### src/sv/assert_macros.svh
// Assertion macros shared by the RTL of the LED blink and fade controller.
// Defining ASSERT_OFF compiles every check away.
`ifndef ASSERT_MACROS_SVH
`define ASSERT_MACROS_SVH
`ifndef ASSERT_OFF
`define LBF_ASSERT(lbl, clk, rst_n, expr, msg) \
    lbl: assert property (@(posedge clk) disable iff (!rst_n) (expr)) else $error(msg);
`define LBF_ASSERT_IMPL(lbl, clk, rst_n, ante, cons, msg) \
    lbl: assert property (@(posedge clk) disable iff (!rst_n) (ante) |-> (cons)) else $error(msg);
`else
`define LBF_ASSERT(lbl, clk, rst_n, expr, msg)
`define LBF_ASSERT_IMPL(lbl, clk, rst_n, ante, cons, msg)
`endif
`endif

### src/sv/lbf_pkg.sv
// Types, widths and codes of the LED blink and fade controller.
// Used by every module of the block; depends on nothing.
package lbf_pkg;

    localparam int FRAC_BITS = 16;
    localparam int TIME_BITS = 16;

    localparam int CODE_W = 8;
    localparam int TIME_W = (TIME_BITS < 16) ? TIME_BITS : 16;
    localparam int LVL_W  = 10 + FRAC_BITS;
    localparam int SUM_W  = LVL_W + 2;
    localparam int NUM_W  = CODE_W + TIME_W + FRAC_BITS;
    localparam int CNT_W  = $clog2(NUM_W + 1);
    localparam int TIMER_W = 32;
    localparam int ADDR_W = 3;
    localparam int DATA_W = 32;

    localparam logic [LVL_W:0] STEP_LIMIT = {1'b1, {LVL_W{1'b0}}};
    localparam logic signed [SUM_W-1:0] LVL_MAX =
        SUM_W'((64'sd1 <<< (LVL_W - 1)) - 64'sd1);
    localparam logic signed [SUM_W-1:0] LVL_MIN =
        SUM_W'(-(64'sd1 <<< (LVL_W - 1)));
    localparam logic [CODE_W-1:0] DIM_RESET    = 8'd255;
    localparam logic [CODE_W-1:0] BRIGHT_RESET = 8'd0;
    localparam logic [CODE_W-1:0] CODE_MAX     = 8'd255;

    localparam logic REG_DIM    = 1'b0;
    localparam logic REG_BRIGHT = 1'b1;

    typedef enum logic [2:0] {
        OP_STEADY     = 3'd0,
        OP_BLINK      = 3'd1,
        OP_FADE_IN    = 3'd2,
        OP_FADE_OUT   = 3'd3,
        OP_FADE_INOUT = 3'd4,
        OP_RESET      = 3'd5
    } t_opcode;

    typedef enum logic [2:0] {
        MODE_NONE   = 3'd0,
        MODE_BLINK  = 3'd1,
        MODE_FIN    = 3'd2,
        MODE_FOUT   = 3'd3,
        MODE_FINOUT = 3'd4
    } t_mode;

    typedef enum logic [1:0] {
        DIR_ZERO = 2'b00,
        DIR_UP   = 2'b01,
        DIR_DOWN = 2'b11
    } t_dir;

    typedef enum logic [1:0] {
        ST_IDLE,
        ST_MUL,
        ST_DIV,
        ST_UPD
    } t_state;

    typedef struct packed {
        logic [CODE_W-1:0] dim;
        logic [CODE_W-1:0] bright;
    } t_cfg;

    function automatic logic signed [LVL_W-1:0] to_fixed(input logic [CODE_W-1:0] code);
        to_fixed = {{(LVL_W - CODE_W - FRAC_BITS){1'b0}}, code, {FRAC_BITS{1'b0}}};
    endfunction

endpackage

### src/sv/lbf_regs.sv
// Configuration registers of the LED blink and fade controller behind an APB port.
// Depends on lbf_pkg.
module lbf_regs (
    input  logic                         i_clk,
    input  logic                         i_rst_n,
    input  logic                         psel,
    input  logic                         penable,
    input  logic                         pwrite,
    input  logic [lbf_pkg::ADDR_W-1:0]   paddr,
    input  logic [lbf_pkg::DATA_W-1:0]   pwdata,
    output logic [lbf_pkg::DATA_W-1:0]   prdata,
    output logic                         pready,
    output lbf_pkg::t_cfg                o_cfg
);
    import lbf_pkg::*;

    t_cfg r_cfg;
    logic w_wr;

    assign pready = 1'b1;
    assign w_wr   = psel & penable & pwrite & pready;
    assign o_cfg  = r_cfg;

    always_ff @(posedge i_clk) begin
        if (!i_rst_n) begin
            r_cfg.dim    <= DIM_RESET;
            r_cfg.bright <= BRIGHT_RESET;
        end else if (w_wr) begin
            unique case (paddr[2])
                REG_DIM:    r_cfg.dim    <= pwdata[CODE_W-1:0];
                REG_BRIGHT: r_cfg.bright <= pwdata[CODE_W-1:0];
                default:    r_cfg.dim    <= r_cfg.dim;
            endcase
        end
    end

    always_comb begin
        unique case (paddr[2])
            REG_DIM:    prdata = DATA_W'(r_cfg.dim);
            REG_BRIGHT: prdata = DATA_W'(r_cfg.bright);
            default:    prdata = '0;
        endcase
    end

endmodule

### src/sv/lbf_divider.sv
// Serial restoring divider producing one quotient bit per cycle.
// Depends on lbf_pkg for the operand widths.
module lbf_divider (
    input  logic                       i_clk,
    input  logic                       i_rst_n,
    input  logic                       i_start,
    input  logic [lbf_pkg::NUM_W-1:0]  i_num,
    input  logic [lbf_pkg::TIME_W-1:0] i_den,
    output logic                       o_busy,
    output logic                       o_done,
    output logic [lbf_pkg::NUM_W-1:0]  o_quot
);
    import lbf_pkg::*;

    logic [CNT_W-1:0]  r_cnt;
    logic              r_busy;
    logic              r_done;
    logic [TIME_W-1:0] r_rem;
    logic [TIME_W-1:0] r_den;
    logic [NUM_W-1:0]  r_quot;
    logic [TIME_W:0]   w_trial;
    logic              w_fit;

    assign w_trial = {r_rem, r_quot[NUM_W-1]};
    assign w_fit   = w_trial >= {1'b0, r_den};
    assign o_busy  = r_busy;
    assign o_done  = r_done;
    assign o_quot  = r_quot;

    always_ff @(posedge i_clk) begin
        if (!i_rst_n) begin
            r_busy <= 1'b0;
            r_done <= 1'b0;
            r_cnt  <= '0;
        end else begin
            r_done <= r_busy && (r_cnt == CNT_W'(1));
            if (i_start) begin
                r_busy <= 1'b1;
                r_cnt  <= CNT_W'(NUM_W);
            end else if (r_busy) begin
                r_cnt <= r_cnt - CNT_W'(1);
                if (r_cnt == CNT_W'(1)) begin
                    r_busy <= 1'b0;
                end
            end
        end
    end

    always_ff @(posedge i_clk) begin
        if (i_start) begin
            r_rem  <= '0;
            r_den  <= i_den;
            r_quot <= i_num;
        end else if (r_busy) begin
            r_rem  <= w_fit ? TIME_W'(w_trial - {1'b0, r_den}) : w_trial[TIME_W-1:0];
            r_quot <= {r_quot[NUM_W-2:0], w_fit};
        end
    end

endmodule

### src/sv/led_blink_fade_controller.sv
// Each input beat is one time tick and yields one output beat with the PWM code, a flag
// saying whether the tick drives the PWM output, and the active time in milliseconds.
// A tick that moves the level in blink or fade mode passes through the serial divider that
// works out the ramp step one quotient bit per cycle; every other tick skips the divider.
// The slave side is ready only while the block is idle, and a finished result waits in
// the output register until taken.
module led_blink_fade_controller (
    input  logic                           i_clk,
    input  logic                           i_rst_n,
    // tdata: opcode[2:0], elapsed_ms[18:3], ramp_ms[34:19], zero fill [39:35]
    input  logic                           s_axis_tvalid,
    output logic                           s_axis_tready,
    input  logic [39:0]                    s_axis_tdata,
    // tdata: pwm_level[7:0], pwm_written[8], active_time_ms[40:9], zero fill [47:41]
    output logic                           m_axis_tvalid,
    input  logic                           m_axis_tready,
    output logic [47:0]                    m_axis_tdata,
    input  logic                           psel,
    input  logic                           penable,
    input  logic                           pwrite,
    input  logic [lbf_pkg::ADDR_W-1:0]     paddr,
    input  logic [lbf_pkg::DATA_W-1:0]     pwdata,
    output logic [lbf_pkg::DATA_W-1:0]     prdata,
    output logic                           pready
);
    import lbf_pkg::*;
    `include "assert_macros.svh"

    t_cfg w_cfg;

    t_state r_state, n_state;
    t_opcode r_op;
    logic [TIME_W-1:0] r_delta, r_ramp;
    logic r_use_div;
    t_mode r_mode, n_mode;
    t_dir r_dir, n_dir;
    logic signed [LVL_W-1:0] r_level, n_level;
    logic r_act_flag, n_act_flag;
    logic [TIMER_W-1:0] r_act_timer, n_act_timer;
    logic r_out_valid, n_out_valid;
    logic [CODE_W-1:0] r_out_level, n_out_level;
    logic r_out_written, n_out_written;

    logic w_accept, w_commit, w_div_start, w_use_div;
    logic w_div_busy, w_div_done;
    logic [NUM_W-1:0] w_quot, w_num;
    logic signed [CODE_W:0] w_diff;
    logic [CODE_W-1:0] w_mag;
    logic [CODE_W+TIME_W-1:0] w_prod;
    logic [LVL_W:0] w_qlim;
    logic signed [SUM_W-1:0] w_step, w_sum, w_sat;
    logic signed [LVL_W-1:0] w_lo, w_hi;
    logic w_neg;
    logic [9:0] w_ip;

    lbf_regs u_regs (
        .i_clk   (i_clk),
        .i_rst_n (i_rst_n),
        .psel    (psel),
        .penable (penable),
        .pwrite  (pwrite),
        .paddr   (paddr),
        .pwdata  (pwdata),
        .prdata  (prdata),
        .pready  (pready),
        .o_cfg   (w_cfg)
    );

    lbf_divider u_div (
        .i_clk   (i_clk),
        .i_rst_n (i_rst_n),
        .i_start (w_div_start),
        .i_num   (w_num),
        .i_den   (r_ramp),
        .o_busy  (w_div_busy),
        .o_done  (w_div_done),
        .o_quot  (w_quot)
    );

    assign s_axis_tready = (r_state == ST_IDLE);
    assign w_accept      = s_axis_tvalid & s_axis_tready;
    assign m_axis_tvalid = r_out_valid;
    assign m_axis_tdata  = {7'b0, r_act_timer, r_out_written, r_out_level};

    assign w_diff = $signed({1'b0, w_cfg.dim}) - $signed({1'b0, w_cfg.bright});
    assign w_mag  = w_diff[CODE_W] ? CODE_W'(-w_diff) : w_diff[CODE_W-1:0];
    assign w_prod = w_mag * r_delta;
    assign w_num  = {w_prod, {FRAC_BITS{1'b0}}};
    assign w_lo   = to_fixed(w_cfg.bright);
    assign w_hi   = to_fixed(w_cfg.dim);

    assign w_use_div = (r_op == OP_BLINK || r_op == OP_FADE_IN || r_op == OP_FADE_OUT ||
                        r_op == OP_FADE_INOUT) && (r_mode == t_mode'(r_op)) &&
                       (r_dir != DIR_ZERO) && (r_ramp != '0) && (w_mag != '0);
    assign w_div_start = (r_state == ST_MUL) && w_use_div;
    assign w_commit    = (r_state == ST_UPD) && (!r_out_valid || m_axis_tready);

    assign w_qlim = !r_use_div ? '0 :
                    (w_quot > NUM_W'(STEP_LIMIT)) ? STEP_LIMIT : w_quot[LVL_W:0];
    assign w_neg  = w_diff[CODE_W] ^ (r_dir == DIR_DOWN);
    assign w_step = w_neg ? -$signed(SUM_W'(w_qlim)) : $signed(SUM_W'(w_qlim));
    assign w_sum  = $signed({{2{r_level[LVL_W-1]}}, r_level}) + w_step;
    assign w_sat  = (w_sum > LVL_MAX) ? LVL_MAX : (w_sum < LVL_MIN) ? LVL_MIN : w_sum;

    always_comb begin
        n_state       = r_state;
        n_mode        = r_mode;
        n_dir         = r_dir;
        n_level       = r_level;
        n_act_flag    = r_act_flag;
        n_act_timer   = r_act_timer;
        n_out_valid   = r_out_valid && !m_axis_tready;
        n_out_level   = r_out_level;
        n_out_written = r_out_written;
        w_ip          = '0;
        unique case (r_state)
            ST_IDLE: begin
                if (w_accept) begin
                    n_state = ST_MUL;
                end
            end
            ST_MUL: begin
                n_state = w_use_div ? ST_DIV : ST_UPD;
            end
            ST_DIV: begin
                if (w_div_done) begin
                    n_state = ST_UPD;
                end
            end
            ST_UPD: begin
                if (w_commit) begin
                    n_state       = ST_IDLE;
                    n_out_valid   = 1'b1;
                    n_out_written = 1'b0;
                    if (r_op == OP_STEADY || r_op == OP_BLINK || r_op == OP_FADE_IN ||
                        r_op == OP_FADE_OUT || r_op == OP_FADE_INOUT) begin
                        n_act_flag = 1'b1;
                        if (r_act_flag) begin
                            n_act_timer = r_act_timer + TIMER_W'(r_delta);
                        end
                    end
                    unique case (r_op)
                        OP_STEADY: begin
                            n_mode        = MODE_NONE;
                            n_dir         = DIR_ZERO;
                            n_level       = w_lo;
                            n_out_written = 1'b1;
                        end
                        OP_RESET: begin
                            n_mode        = MODE_NONE;
                            n_dir         = DIR_ZERO;
                            n_level       = w_hi;
                            n_act_flag    = 1'b0;
                            n_act_timer   = '0;
                            n_out_written = 1'b1;
                        end
                        OP_BLINK, OP_FADE_IN, OP_FADE_OUT, OP_FADE_INOUT: begin
                            n_out_written = 1'b1;
                            if (r_mode != t_mode'(r_op)) begin
                                n_mode = t_mode'(r_op);
                                if (r_op == OP_BLINK || r_op == OP_FADE_OUT) begin
                                    n_level = w_lo;
                                    n_dir   = DIR_UP;
                                end else begin
                                    n_level = w_hi;
                                    n_dir   = DIR_DOWN;
                                end
                            end else begin
                                n_level = w_sat[LVL_W-1:0];
                                priority if (r_op == OP_BLINK) begin
                                    n_out_written = 1'b0;
                                    if (w_sat <= SUM_W'(w_lo)) begin
                                        n_level       = w_lo;
                                        n_dir         = DIR_UP;
                                        n_out_written = 1'b1;
                                    end else if (w_sat >= SUM_W'(w_hi)) begin
                                        n_level       = w_hi;
                                        n_dir         = DIR_DOWN;
                                        n_out_written = 1'b1;
                                    end
                                end else if (r_op == OP_FADE_IN) begin
                                    if (w_sat < SUM_W'(w_lo)) begin
                                        n_level = w_hi;
                                    end
                                end else if (r_op == OP_FADE_OUT) begin
                                    if (w_sat > SUM_W'(w_hi)) begin
                                        n_level = w_lo;
                                    end
                                end else begin
                                    if (w_sat <= SUM_W'(w_lo)) begin
                                        n_level = w_lo;
                                        n_dir   = DIR_UP;
                                    end else if (w_sat >= SUM_W'(w_hi)) begin
                                        n_level = w_hi;
                                        n_dir   = DIR_DOWN;
                                    end
                                end
                            end
                        end
                        default: begin
                            n_out_written = 1'b0;
                        end
                    endcase
                    w_ip = n_level[LVL_W-1:FRAC_BITS];
                    if (n_level[LVL_W-1]) begin
                        n_out_level = '0;
                    end else if (w_ip > 10'(CODE_MAX)) begin
                        n_out_level = CODE_MAX;
                    end else begin
                        n_out_level = w_ip[CODE_W-1:0];
                    end
                end
            end
            default: begin
                n_state = ST_IDLE;
            end
        endcase
    end

    always_ff @(posedge i_clk) begin
        if (!i_rst_n) begin
            r_state     <= ST_IDLE;
            r_mode      <= MODE_NONE;
            r_dir       <= DIR_ZERO;
            r_level     <= to_fixed(DIM_RESET);
            r_act_flag  <= 1'b0;
            r_act_timer <= '0;
            r_out_valid <= 1'b0;
        end else begin
            r_state     <= n_state;
            r_mode      <= n_mode;
            r_dir       <= n_dir;
            r_level     <= n_level;
            r_act_flag  <= n_act_flag;
            r_act_timer <= n_act_timer;
            r_out_valid <= n_out_valid;
        end
    end

    always_ff @(posedge i_clk) begin
        r_out_level   <= n_out_level;
        r_out_written <= n_out_written;
        if (w_accept) begin
            r_op    <= t_opcode'(s_axis_tdata[2:0]);
            r_delta <= s_axis_tdata[3 +: TIME_W];
            r_ramp  <= s_axis_tdata[19 +: TIME_W];
        end
        if (r_state == ST_MUL) begin
            r_use_div <= w_use_div;
        end
    end

    `LBF_ASSERT(a_mode_dir, i_clk, i_rst_n, (r_mode == MODE_NONE) == (r_dir == DIR_ZERO), "direction and mode disagree")
    `LBF_ASSERT_IMPL(a_timer_flag, i_clk, i_rst_n, !r_act_flag, r_act_timer == '0, "active time counted before activation")
    `LBF_ASSERT_IMPL(a_div_state, i_clk, i_rst_n, w_div_busy, r_state == ST_DIV, "divider busy outside the divide state")
    `LBF_ASSERT_IMPL(a_out_src, i_clk, i_rst_n, $rose(r_out_valid), $past(r_state == ST_UPD), "result raised outside the update state")

endmodule
### config.mk
export PLATFORM = sky130hd
export DESIGN_NAME = led_blink_fade_controller
export DESIGN_NICKNAME = d
export VERILOG_FILES = /design/src/sv/lbf_pkg.sv /design/src/sv/lbf_regs.sv /design/src/sv/lbf_divider.sv /design/src/sv/led_blink_fade_controller.sv
export VERILOG_INCLUDE_DIRS = /design/src /design/src/sv
export SDC_FILE = /design/constraint.sdc
export NUM_CORES = 1
export LEC_CHECK = 0
export ABC_AREA = 1
export BUFFER_PORTS_ARGS = -buffer_cell sky130_fd_sc_hd__clkbuf_2
export CORE_MARGIN = 3
export CORE_UTILIZATION = 66
export DETAILED_ROUTE_END_ITERATION = 7
export PLACE_DENSITY = 0.9
export SLEW_MARGIN = 20
export SYNTH_ARGS = -nofsm -noshare
export SYNTH_HDL_FRONTEND = slang
export SYNTH_SLANG_ARGS = --single-unit
### constraint.sdc
create_clock -name i_clk -period 23.2 [get_ports i_clk]
set_clock_uncertainty 0.05 [all_clocks]
set_input_delay 2.32 -clock i_clk [delete_from_list [all_inputs] [get_ports i_clk]]
set_output_delay 2.32 -clock i_clk [all_outputs]
set_load 0.02 [all_outputs]
== Yosys cells after proc, flatten, opt, wreduce, memory -nomap -nowiden ==
Index checks and enable logic that the tools add are counted.
Word-level totals
  input bits: 82
  register bits: 208
  output and inout port bits: 83
  logic and storage cells: 161
Operators by class
  reductions and logical operators: 40
  muxes and demuxes: 55
  bitwise operators: 6
  add/subtract/negate cells: 7
  multipliers: 1
  equal/unequal tests: 19
  magnitude comparators: 9
Operators with widths (count)
  two-way mux 26 bit: 10
  two-way mux 32 bit: 3
  two-way mux 28 bit: 3
  two-way mux 40 bit: 2
  case mux 26 bit (3 select lines): 1
  case mux 32 bit (2 select lines): 1
  two-way mux 27 bit: 2
  greater-than comparator 40 x 27 -> 1 bit, second input constant: 1
  adder 32 x 16 -> 32 bit: 1
  adder 26 x 28 -> 28 bit: 1
  >= comparator 28 x 25 -> 1 bit: 1
  greater-than comparator 28 x 25 -> 1 bit: 1
  greater-than comparator 28 x 26 -> 1 bit, second input constant: 1
  less-or-equal comparator 28 x 25 -> 1 bit: 1
  less-than comparator 28 x 25 -> 1 bit: 1
  less-than comparator 28 x 26 -> 1 bit, second input constant: 1
  negation 27 -> 28 bit: 1
  multiplier 8 x 16 -> 24 bit: 1
  two-way mux 24 bit: 1
  two-way mux 2 bit: 10
  >= comparator 17 x 16 -> 1 bit: 1
  two-way mux 16 bit: 1
  two-way mux 8 bit: 2
  nonzero test 16 bit: 1
  other kinds (40): 88

== Longest topological paths before layout ==
Gate-level depths: netlist of the first run.
  word-level depth: 21
  mapped depth: 66
  mapped depth without buffers: 63

== By module ==
From an unflattened synthesis of the first run, not the netlist that was laid out.
Unflattened totals
  cell total of the unflattened synthesis: 2609
  area, all modules: 19092.1 µm²
By module, submodules not included
  led_blink_fade_controller: sequential area each 2692.6 µm², cells an instance 1912, area an instance 13606.8 µm², instances 1
  lbf_divider: sequential area each 2162.1 µm², cells an instance 554, area an instance 4515.6 µm², instances 1
  lbf_regs: sequential area each 320.3 µm², cells an instance 143, area an instance 969.7 µm², instances 1

== Worst setup path before layout of the first run ==
Ideal clock, no wire load.
  path type: register to register
  from: register u_div.r_quot[21], in the netlist u_div.o_quot[21]
  to: register r_out_level[0] (data pin)
  clock period less this slack: 7661 ps
  library setup time: 268 ps
  data required time: 22882 ps
  arrival: 7342 ps
  stages on the path, launching flop included: 64
  setup slack: 15539 ps
  cell sequence: edfxtp_1 > inv_1 > nand2_1 > nor2_1 > nand2_1 > nor2_1 > nand3_1 > nand2_2 > buf_6 > inv_1 > nor2_1 > clkbuf_1 > clkinv_1 > nor2_1 > inv_1 > ha_1 > nand2_1 > nor2_1 > (+28 left out) > a21oi_1 > o21ai_0 > nand2_1 > ha_1 > inv_1 > o21bai_1 > a221oi_1 > o221a_2 > a21oi_4 > nand2_4 > nand2_1 > nand2_2 > inv_2 > nor2_2 > o21bai_2 > o21ai_4 > nor2_4 > a21oi_1
Between the ends
  longest elaborated chain between the ends: 21
  elaborated cells between the ends (all ways): 27
Ends and longest elaborated chain
  start, declared: RTL line lbf_divider.sv:20  | logic [NUM_W-1:0] r_quot;
  start signal, assigned: RTL line lbf_divider.sv:53  | r_quot <= i_num;
  start signal, assigned: RTL line lbf_divider.sv:56  | r_quot <= {r_quot[NUM_W-2:0], w_fit};
  greater-than comparator 40 x 27 -> 1 bit: RTL line led_blink_fade_controller.sv:99  | (w_quot > NUM_W'(STEP_LIMIT)) ? STEP_LIMIT : w_quot[LVL_W:0];
  two-way mux 27 bit *: RTL line led_blink_fade_controller.sv:99
  two-way mux 27 bit *: RTL line led_blink_fade_controller.sv:98  | assign w_qlim = !r_use_div ? '0 :
  negation 27 -> 28 bit: RTL line led_blink_fade_controller.sv:101  | assign w_step = w_neg ? -$signed(SUM_W'(w_qlim)) : $signed(SUM_W'(w_qlim));
  two-way mux 28 bit *: RTL line led_blink_fade_controller.sv:101
  adder 26 x 28 -> 28 bit *: RTL line led_blink_fade_controller.sv:102  | assign w_sum = $signed({{2{r_level[LVL_W-1]}}, r_level}) + w_step;
  less-than comparator 28 x 26 -> 1 bit: RTL line led_blink_fade_controller.sv:103  | assign w_sat = (w_sum > LVL_MAX) ? LVL_MAX : (w_sum < LVL_MIN) ? LVL_MIN : w_sum;
  two-way mux 28 bit: RTL line led_blink_fade_controller.sv:103
  (+5 left out)
  two-way mux 26 bit: RTL line led_blink_fade_controller.sv:181  | end else if (r_op == OP_FADE_IN) begin
  two-way mux 26 bit *: RTL line led_blink_fade_controller.sv:170  | priority if (r_op == OP_BLINK) begin
  two-way mux 26 bit *: RTL line led_blink_fade_controller.sv:159  | if (r_mode != t_mode'(r_op)) begin
  case mux 26 bit (3 select lines) *: RTL line led_blink_fade_controller.sv:142  | unique case (r_op)
  two-way mux 26 bit *: RTL line led_blink_fade_controller.sv:131  | if (w_commit) begin
  two-way mux 26 bit *: RTL line led_blink_fade_controller.sv:116  | unique case (r_state)
  greater-than comparator 10 x 8 -> 1 bit: RTL line led_blink_fade_controller.sv:207  | end else if (w_ip > 10'(CODE_MAX)) begin
  two-way mux 8 bit: RTL line led_blink_fade_controller.sv:207
  end signal, assigned: RTL line led_blink_fade_controller.sv:241  | r_out_level <= n_out_level;
  end, declared: RTL line led_blink_fade_controller.sv:41  | logic [CODE_W-1:0] r_out_level, n_out_level;
Every way passes the cells marked *; elsewhere a longest branch is shown, timed or not. The select of a mux whose other input is x is not followed.
A chain may end at the register's enable or synchronous reset.

== Worst setup path in the final report of the first run ==
  from: register u_div.r_quot[39], in the netlist u_div.o_quot[39]
  to: register r_level[14]
Between the ends
  longest elaborated chain between the ends: 19
  elaborated cells between the ends (all ways): 25
Ends and longest elaborated chain
  greater-than comparator 40 x 27 -> 1 bit *: RTL line led_blink_fade_controller.sv:99
  two-way mux 27 bit *: RTL line led_blink_fade_controller.sv:99
  two-way mux 27 bit *: RTL line led_blink_fade_controller.sv:98
  negation 27 -> 28 bit: RTL line led_blink_fade_controller.sv:101
  two-way mux 28 bit *: RTL line led_blink_fade_controller.sv:101
  adder 26 x 28 -> 28 bit *: RTL line led_blink_fade_controller.sv:102
  less-than comparator 28 x 26 -> 1 bit: RTL line led_blink_fade_controller.sv:103
  two-way mux 28 bit: RTL line led_blink_fade_controller.sv:103
  (+3 left out)
  two-way mux 26 bit: RTL line led_blink_fade_controller.sv:172, led_blink_fade_controller.sv:190
  two-way mux 26 bit: RTL line led_blink_fade_controller.sv:185  | end else if (r_op == OP_FADE_OUT) begin
  two-way mux 26 bit: RTL line led_blink_fade_controller.sv:181
  two-way mux 26 bit *: RTL line led_blink_fade_controller.sv:170
  two-way mux 26 bit *: RTL line led_blink_fade_controller.sv:159
  case mux 26 bit (3 select lines) *: RTL line led_blink_fade_controller.sv:142
  two-way mux 26 bit *: RTL line led_blink_fade_controller.sv:131
  two-way mux 26 bit *: RTL line led_blink_fade_controller.sv:116
  end signal, assigned: RTL line led_blink_fade_controller.sv:225  | r_level <= to_fixed(DIM_RESET);
  end signal, assigned: RTL line led_blink_fade_controller.sv:233  | r_level <= n_level;
  end, declared: RTL line led_blink_fade_controller.sv:37  | logic signed [LVL_W-1:0] r_level, n_level;
Marked as above.

==> results of run 1 <==
==> cells in the final DEF, fill, tap and decap left out, types with 4 or more instances in the layout <==
cell / n
sky130_fd_sc_hd__nor3_1: 24
sky130_fd_sc_hd__nor2_1: 189
sky130_fd_sc_hd__a211oi_1: 7
sky130_fd_sc_hd__xor2_1: 41
sky130_fd_sc_hd__dfxtp_1: 123
sky130_fd_sc_hd__fa_1: 88
sky130_fd_sc_hd__o211ai_1: 9
sky130_fd_sc_hd__nor4_1: 10
sky130_fd_sc_hd__edfxtp_1: 85
sky130_fd_sc_hd__clkinv_1: 11
sky130_fd_sc_hd__nor2_2: 6
sky130_fd_sc_hd__or2_2: 15
sky130_fd_sc_hd__nand2_1: 488
sky130_fd_sc_hd__nand3_1: 87
sky130_fd_sc_hd__nand2_2: 6
sky130_fd_sc_hd__o21ai_0: 140
sky130_fd_sc_hd__ha_1: 138
sky130_fd_sc_hd__o21ai_1: 10
sky130_fd_sc_hd__inv_1: 369
sky130_fd_sc_hd__nand2_4: 4
sky130_fd_sc_hd__a21o_1: 4
sky130_fd_sc_hd__conb_1: 32
sky130_fd_sc_hd__clkbuf_2: 101
sky130_fd_sc_hd__a21oi_1: 210
sky130_fd_sc_hd__nand4_1: 21
sky130_fd_sc_hd__xnor2_1: 28
sky130_fd_sc_hd__o22ai_1: 11
sky130_fd_sc_hd__a22oi_1: 29
sky130_fd_sc_hd__a221oi_1: 10
sky130_fd_sc_hd__o21a_1: 7
sky130_fd_sc_hd__clkbuf_1: 4
sky130_fd_sc_hd__inv_2: 6
sky130_fd_sc_hd__clkbuf_16: 24
sky130_fd_sc_hd__buf_4: 10
sky130_fd_sc_hd__a31oi_1: 18
sky130_fd_sc_hd__o21bai_1: 9
==> routing by layer <==
layer | part of all wire | GRT usage | vias to the layer above
met4 | 0.044 | 0.133 | 2
met3 | 0.074 | 0.0397 | 162
met1 | 0.40 | 0.378 | 7548
li1 | - | - | 7768
met5 | 0.00027 | 0 | -
met2 | 0.49 | 0.520 | 722
==> where the power goes <==
group | switching, mW | internal, mW
logic | 1.20 | 0.794
registers | 0.0365 | 0.421
clock network | 0.154 | 0.224
==> registers in the layout (all words and copies together), names as in the netlist, 6 cells and up <==
name          flops
r_act_timer      32
r_delta          16
r_level          26
r_out_level       8
r_ramp           16
u_div.o_quot     40
u_div.r_cnt       6
u_div.r_den      16
u_div.r_rem      16
u_regs.o_cfg     16
==> cells in the mapped netlist, drive strengths merged <==
master and count:
nor4 10, nor3 24, o211ai 11, nand2 498
buf 39, clkinv 4, a31oi 18, ha 138
o22ai 11, o211a 3, xnor2 28, mux2i 1
o32ai 1, a221oi 10, o31ai 1, o21a 7
o221ai 3, edfxtp 85, a2111oi 1, nor3b 1
nor2 198, or2 16, o221a 2, nand3 92
conb 2, fa 88, a32oi 1, a21oi 213
o2111ai 1, o31a 2, a311oi 2, a21o 4
a41oi 1, xor2 43, nand3b 1, nand4 21
or3 2, a21boi 3, a211oi 7, o21ai 152
a22oi 29, clkbuf 53, inv 376, o21bai 10
dfxtp 123
==> final cells by class <==
class                   instances  area share
inverters                     380      0.0752
clock buffers                  28      0.0324
clock inverters                16     0.00890
well taps                     335      0.0221
multi-input cells            1686       0.567
flip-flops and latches        208       0.264
repair buffers                111      0.0306
==> path summary, 6_finish.rpt <==
kind | start | cells past startpoint | endpoint | slack, ns
setup / recovery | u_div.o_quot[39]$_DFFE_PP_ | 55 | r_level[14]$_SDFFE_PN0P_ | 14.18
hold reg to reg | r_ramp[13]$_DFFE_PP_ | 0 | u_div.r_den[13]$_DFFE_PP_ | 0.40
setup reg to reg | u_div.o_quot[39]$_DFFE_PP_ | 55 | r_level[14]$_SDFFE_PN0P_ | 14.18
hold / removal | r_ramp[13]$_DFFE_PP_ | 0 | u_div.r_den[13]$_DFFE_PP_ | 0.40
==> through the flow <==
step	total power, mW	instance area, sq um	cells	setup slack, ns	util
final	2.83	19000	2764	14.18	0.726
after global routing	3.08	19000	2764	13.09	0.726
after CTS	2.81	19000	2764	14.36	0.726
after detailed placement	2.43	18200	2720	14.46	0.696
after global placement	2.32	18200	2720	14.73	0.696
after floorplan	1.97	17700	2366	15.54	-
==> logic make-up after synthesis <==
family	Yosys count	share of synthesized area
compound gates	493	0.162
buf+inv	472	0.109
flops	208	0.286
simple gates	863	0.208
fa+ha+maj	226	0.199
other cells	2	0.000428
mux	1	0.000570
xor+xnor	71	0.0359
==> flow_metrics.tcl, run 1 <==
set metrics [dict create \
    cts.htree.levels 1 \
    grt_overflow_total 0 \
    cts-buffers-inserted 24 \
    timing.critical_path.buf_inv 9 \
    die_area_sq_um 28600 \
    outcome "finished, final reports clean" \
    cp_top_family "simple AND/OR/NAND/NOR gates" \
    cp_data_required_time_ns 23.59 \
    slew_headroom 0.281 \
    period_share 0.389 \
    setup_violations 0 \
    place.detailed.hpwl_mm 33.7 \
    netlist.top_cell.by_area "sky130_fd_sc_hd__edfxtp_1" \
    multiInputGateArea_sq_um 10800 \
    detail_route.wl_per_cell_um 15.9 \
    static_leak_nw 9.42 \
    critical_path_arrival_ns 9.41 \
    rsz0062_at_grt "no" \
    coreArea_sq_um 26100 \
    grt_pass1_wl_mm 72.0 \
    post_synth.cell_area_avg_sq_um 7.51 \
    nFillCells 1974 \
    final_routed_drc_violation_total 0 \
    clock-sinks 208 \
    fp.dieH_um 169 \
    synth.ff_latch_count 208 \
    cts_repair_resize_count 0 \
    post_drt_via_cell_ratio 5.86 \
    vdd_drop_max_mv 0.273 \
    route.final.wire_length_mm 43.9 \
    clock_path_buffers 3 \
    worst_path_max_delay_cell "sky130_fd_sc_hd__a21boi_2" \
    hold_slack_ns 0.398 \
    tritoncts_clock_tree "yes" \
    vias 16200 \
    max_cap_viols 0 \
    area.sequential_sq_um 5010 \
    drt_pass1_iterations 6 \
    grt_use_total 0.301 \
    drtAntennaViolNets 0 \
    drt_iter0_drc 1526 \
    timing.setup.tns_ns 0 \
    die_width_um 169 \
    grt_max_degree 58 \
    power.density_cell_area_nw_per_um2 149 \
    worstSetupPathType "reg -> reg" \
    flow.area_growth_from_synthesis_pct 8.12 \
    drive_above_1_share 0.0836 \
    num_rows 59 \
    post_cts_hold_buffer_count 0 \
    hold_path_class "reg -> reg" \
    cpPeakStageDelay_ns 0.62 \
    maxSlewViolCount 0 \
    post-cts-setup-buffer-count 0 \
    n_antenna_cell 0 \
    num_io_pins 165 \
    synth.cell_area_sq_um 17600 \
    synth_seq_area_share 0.286 \
    ctsRootBufferMaster "sky130_fd_sc_hd__clkbuf_16" \
    critical_path.startpoint_type "flop" \
    layout.nets 2719 \
    synth_top_area_share 0.145 \
    cp-end-kind "flop" \
    worst-path-max-fanout 19 \
    fmax_mhz 111 \
    finalHoldViolCount 0 \
    port_buffers 101 \
    worst_skew_pair.late_latency_ns 0.54 \
    post_synth_num_cell_types 67 \
    initial_core_utilization 0.672 \
    syn_inst 2336 \
    timing.final.crit_period_ns 9.02 \
    gpl.final_weighted_congestion 0.949 \
    synth_top_cells_by_area "sky130_fd_sc_hd__edfxtp_1 15%, sky130_fd_sc_hd__dfxtp_1 14%, sky130_fd_sc_hd__nand2_1 10%" \
    cts.reportedPaths.clkPinSlew_ns 0.06 \
    grt_antenna_before_repair 1 \
    transition_time_at_the_pin_with_the_least_slew_margin_ns 1.08 \
    yosys_warnings 0 \
    first_global_vias 15800 \
]
(Power assumes the default switching activity.)
==> inputs of run 2 (changes only) <==
ABC_AREA = 0   (was 1)
CORE_UTILIZATION = 56   (was 66)
PLACE_DENSITY = 0.82   (was 0.9)
clock period = 7.4 ns   (was 23.2 ns; I/O delays follow)
==> run 2 against run 1 <==
The run now ends with negative setup slack left. Critical path depth down 14. Area after synthesis up 2.3%. Clock power rose to 3.1 times the previous value. Design area up 22%. Core utilization up 2.1 points. Sequential power rose to 3.2 times the previous value. Fmax up 14%. Global-route usage down 0.92 points. Flip-flop and latch count unchanged. Die area up 20%.
==> flow_metrics.tcl, run 2 <==
set metrics [dict create \
    cpPeakStageDelay_ns 0.39 \
    post_synth_num_cell_types 89 \
    synth_top_cells_by_area "sky130_fd_sc_hd__edfxtp_1 14%, sky130_fd_sc_hd__dfxtp_1 14%, sky130_fd_sc_hd__fa_1 9.8%" \
    worst_r2r_path_depth 41 \
    cp_data_required_time_ns 7.63 \
    tritoncts_clock_tree "yes" \
    worst_skew_pair.late_latency_ns 0.55 \
    area_after_dpl_sq_um 20700 \
    gpl.final_weighted_congestion 0.986 \
    num_io_pins 165 \
    fmax_mhz 127 \
    die_area_sq_um 34300 \
    detail_route.wl_per_cell_um 19.2 \
    layout.cells.most_common_list "305 x sky130_fd_sc_hd__buf_4, 235 x sky130_fd_sc_hd__nand2_1, 162 x sky130_fd_sc_hd__inv_1, 143 x sky130_fd_sc_hd__nor2_1, 119 x sky130_fd_sc_hd__dfxtp_1" \
    nFillCells 2028 \
    grt_max_degree 78 \
    syn_inst 2082 \
    first_global_vias 16700 \
    worst-path-max-fanout 7 \
    yosys_warnings 0 \
    failed_checks "negative setup slack" \
    slew_headroom 0.176 \
    port_buffers 101 \
    worstHoldPathCells 1 \
    number_of_cells_in_the_finished_layout_apart_from_fillers 2876 \
    num_rows 64 \
    placed_cells_incl_taps 2761 \
    cts.reportedPaths.clkPinSlew_ns 0.06 \
    end_point_of_the_most_critical_hold_path "r_ramp[1]$_DFFE_PP_" \
    rrSetupSlack_ns -0.50 \
    grt_antenna_before_repair 0 \
    netlist.top_cell.by_area "sky130_fd_sc_hd__edfxtp_1" \
    critical_path_arrival_ns 8.13 \
    dp_slack_ns -0.631 \
    grt_pass1_wl_mm 82.1 \
    cp-end-kind "flop" \
    synth-main-ff-cell "sky130_fd_sc_hd__dfxtp_1" \
    route.final.wire_length_mm 55.2 \
    vias 17500 \
    ctsRootBufferMaster "sky130_fd_sc_hd__clkbuf_16" \
    initial_core_utilization 0.578 \
    grt_use_total 0.291 \
    flow.area_growth_from_synthesis_pct 29.2 \
    synth.ff_latch_count 208 \
    n_antenna_cell 0 \
    setup_violations 36 \
    vdd_drop_max_mv 0.858 \
    worstSetupPathType "reg -> reg" \
    drive_above_1_share 0.281 \
    fin_util 0.747 \
    cts.htree.levels 1 \
    power.density_cell_area_nw_per_um2 575 \
    cp_common_cell "sky130_fd_sc_hd__buf_6" \
    synth_most_common_cell "sky130_fd_sc_hd__nand2_1" \
    transition_time_at_the_pin_with_the_least_slew_margin_ns 1.23 \
    critical_path.startpoint_type "flop" \
    area.sequential_sq_um 5020 \
    static_leak_nw 10.3 \
    synth_top_area_share 0.142 \
    outcome "complete, but fails checks" \
    clock-sinks 208 \
    fp.dieH_um 185 \
    post_drt_via_cell_ratio 6.08 \
    postSynth.asyncResetShare 0 \
    multiInputGateArea_sq_um 13100 \
    cts-buffers-inserted 25 \
    drt_iter0_drc 1533 \
    synth_seq_area_share 0.279 \
    timing.rr.start "u_regs.o_cfg[8]$_SDFFE_PN1P_" \
    drt_pass1_iterations 5 \
    netlist_top_cells_count "239 x sky130_fd_sc_hd__nand2_1, 169 x sky130_fd_sc_hd__inv_1, 153 x sky130_fd_sc_hd__nor2_1, 138 x sky130_fd_sc_hd__ha_1, 123 x sky130_fd_sc_hd__dfxtp_1" \
    timing.final.crit_period_ns 7.90 \
    synth.cell_area_sq_um 18000 \
    stdcell_area_sq_um 23200 \
    rsz0062_at_grt "yes" \
    worst_path_max_delay_cell "sky130_fd_sc_hd__a2111oi_4" \
    post_cts_hold_buffer_count 0 \
    clock_path_buffers 3 \
    grt_overflow_total 0 \
    holdCritStartpoint "s_axis_tdata[20]" \
    hold_path_class "in -> reg" \
    synth_edf_count 85 \
    die_width_um 185 \
    post_synth.cell_area_avg_sq_um 8.63 \
    mostFrequentLayoutCell "sky130_fd_sc_hd__buf_4" \
    max_cap_viols 0 \
    rr_endpoint "r_out_level[4]$_SDFFCE_PP0P_" \
    finalHoldViolCount 0 \
    layout.nets 2770 \
    maxSlewViolCount 0 \
    period_share 1.07 \
    place.detailed.hpwl_mm 37.9 \
    hold_slack_ns 0.311 \
    final.setup.worst_slack_ns -0.500 \
    drtAntennaViolNets 0 \
    final_routed_drc_violation_total 0 \
    coreArea_sq_um 31100 \
    largest_register_ff_count 40 \
]
## run 2: cell types whose count changed after synthesis, moves of 25 or more
cell	before	now
sky130_fd_sc_hd__and2_1	0	52
sky130_fd_sc_hd__nand2_1	488	239
sky130_fd_sc_hd__xnor2_1	28	54
sky130_fd_sc_hd__a21oi_1	211	104
sky130_fd_sc_hd__nand2b_1	0	30
sky130_fd_sc_hd__inv_1	370	169
sky130_fd_sc_hd__nor2_1	190	153
sky130_fd_sc_hd__and3_1	0	25
sky130_fd_sc_hd__o21ai_0	140	104
sky130_fd_sc_hd__a21o_1	4	37
sky130_fd_sc_hd__mux2i_1	1	40
sky130_fd_sc_hd__nand3_1	87	37
sky130_fd_sc_hd__nor2b_1	0	67
## run 2: how the worst max path moves through the flow
stage | start | to
2_1_floorplan | u_div.o_quot[3]$_SDFFE_PP0P_ | r_out_level[7]$_SDFFCE_PP0P_
3_3_place_gp | u_div.o_quot[32]$_DFFE_PP_ | r_out_level[1]$_SDFFCE_PP0P_
3_5_place_dp | u_div.o_quot[32]$_DFFE_PP_ | r_out_level[2]$_SDFFCE_PP0P_
4_1_cts | u_div.o_quot[38]$_DFFE_PP_ | r_level[8]$_SDFFE_PN0P_
5_1_grt | u_regs.o_cfg[8]$_SDFFE_PN1P_ | r_out_level[3]$_SDFFCE_PP0P_
6_report | u_regs.o_cfg[8]$_SDFFE_PN1P_ | r_out_level[4]$_SDFFCE_PP0P_
## run 2: final cells by class
cell class                 count  share of cell area
multi-input combinational   1624               0.565
clock inverter                10             0.00318
inverter                     171              0.0279
sequential                   208               0.216
tap                          396              0.0213
timing repair buffer         432               0.136
clock buffer                  35              0.0308
## run 2: what timing repair did
item                                    CTS  global route
cloned                                    1             3
buffers inserted                         24            42
pin swaps                                47           124
gates resized for setup                  70           160
endpoints found under the setup margin   41            44
## run 2: metrics by stage
| stage | total power [mW] | TNS [ns] |
|---|---|---|
| floorplan | 7.50 | 0 |
| global placement | 9.28 | -11.86 |
| global route | 14.4 | -18.85 |
| detailed placement | 9.67 | -20.13 |
| finish | 13.3 | -12.53 |
| CTS | 11.1 | -8.72 |
## run 2: power breakdown
group	total, mW	switching (mW)	internal, mW
combinational	10.7	5.49	5.20
clock	1.19	0.513	0.678
sequential	1.46	0.142	1.32
## run 2: critical path: cells and delay by family, from the launching register on
kind	cells	cell delay [ns]
AOI/OAI and AO/OA	16	3.35
buffers and inverters	13	1.62
and+or+nand+nor	7	1.13
adders and majority gates	5	1.11
DFF	1	0.33
## run 2: logic make-up (layout without fill, tap and decap cells)
family	count (synthesis)	after routing	share of synthesized area
adders and majority gates	226	226	0.194
other	2	32	0.000418
and+or+nand+nor	734	734	0.202
muxes	42	42	0.0235
DFF	208	208	0.279
AOI/OAI and AO/OA	495	495	0.188
xor gates and xnor gates	95	95	0.0463
buffers and inverters	280	648	0.0665
## run 2: layer usage
| metal | GRT usage | wire length [um] | vias to the layer above | part of all wire |
|---|---|---|---|---|
| li1 | - | - | 8036 | - |
| met1 | 0.373 | 22000 | 8441 | 0.40 |
| met2 | 0.507 | 27100 | 832 | 0.49 |
| met3 | 0.0387 | 3940 | 167 | 0.071 |
| met4 | 0.102 | 2160 | 0 | 0.039 |
| met5 | 0 | 0 | - | 0 |
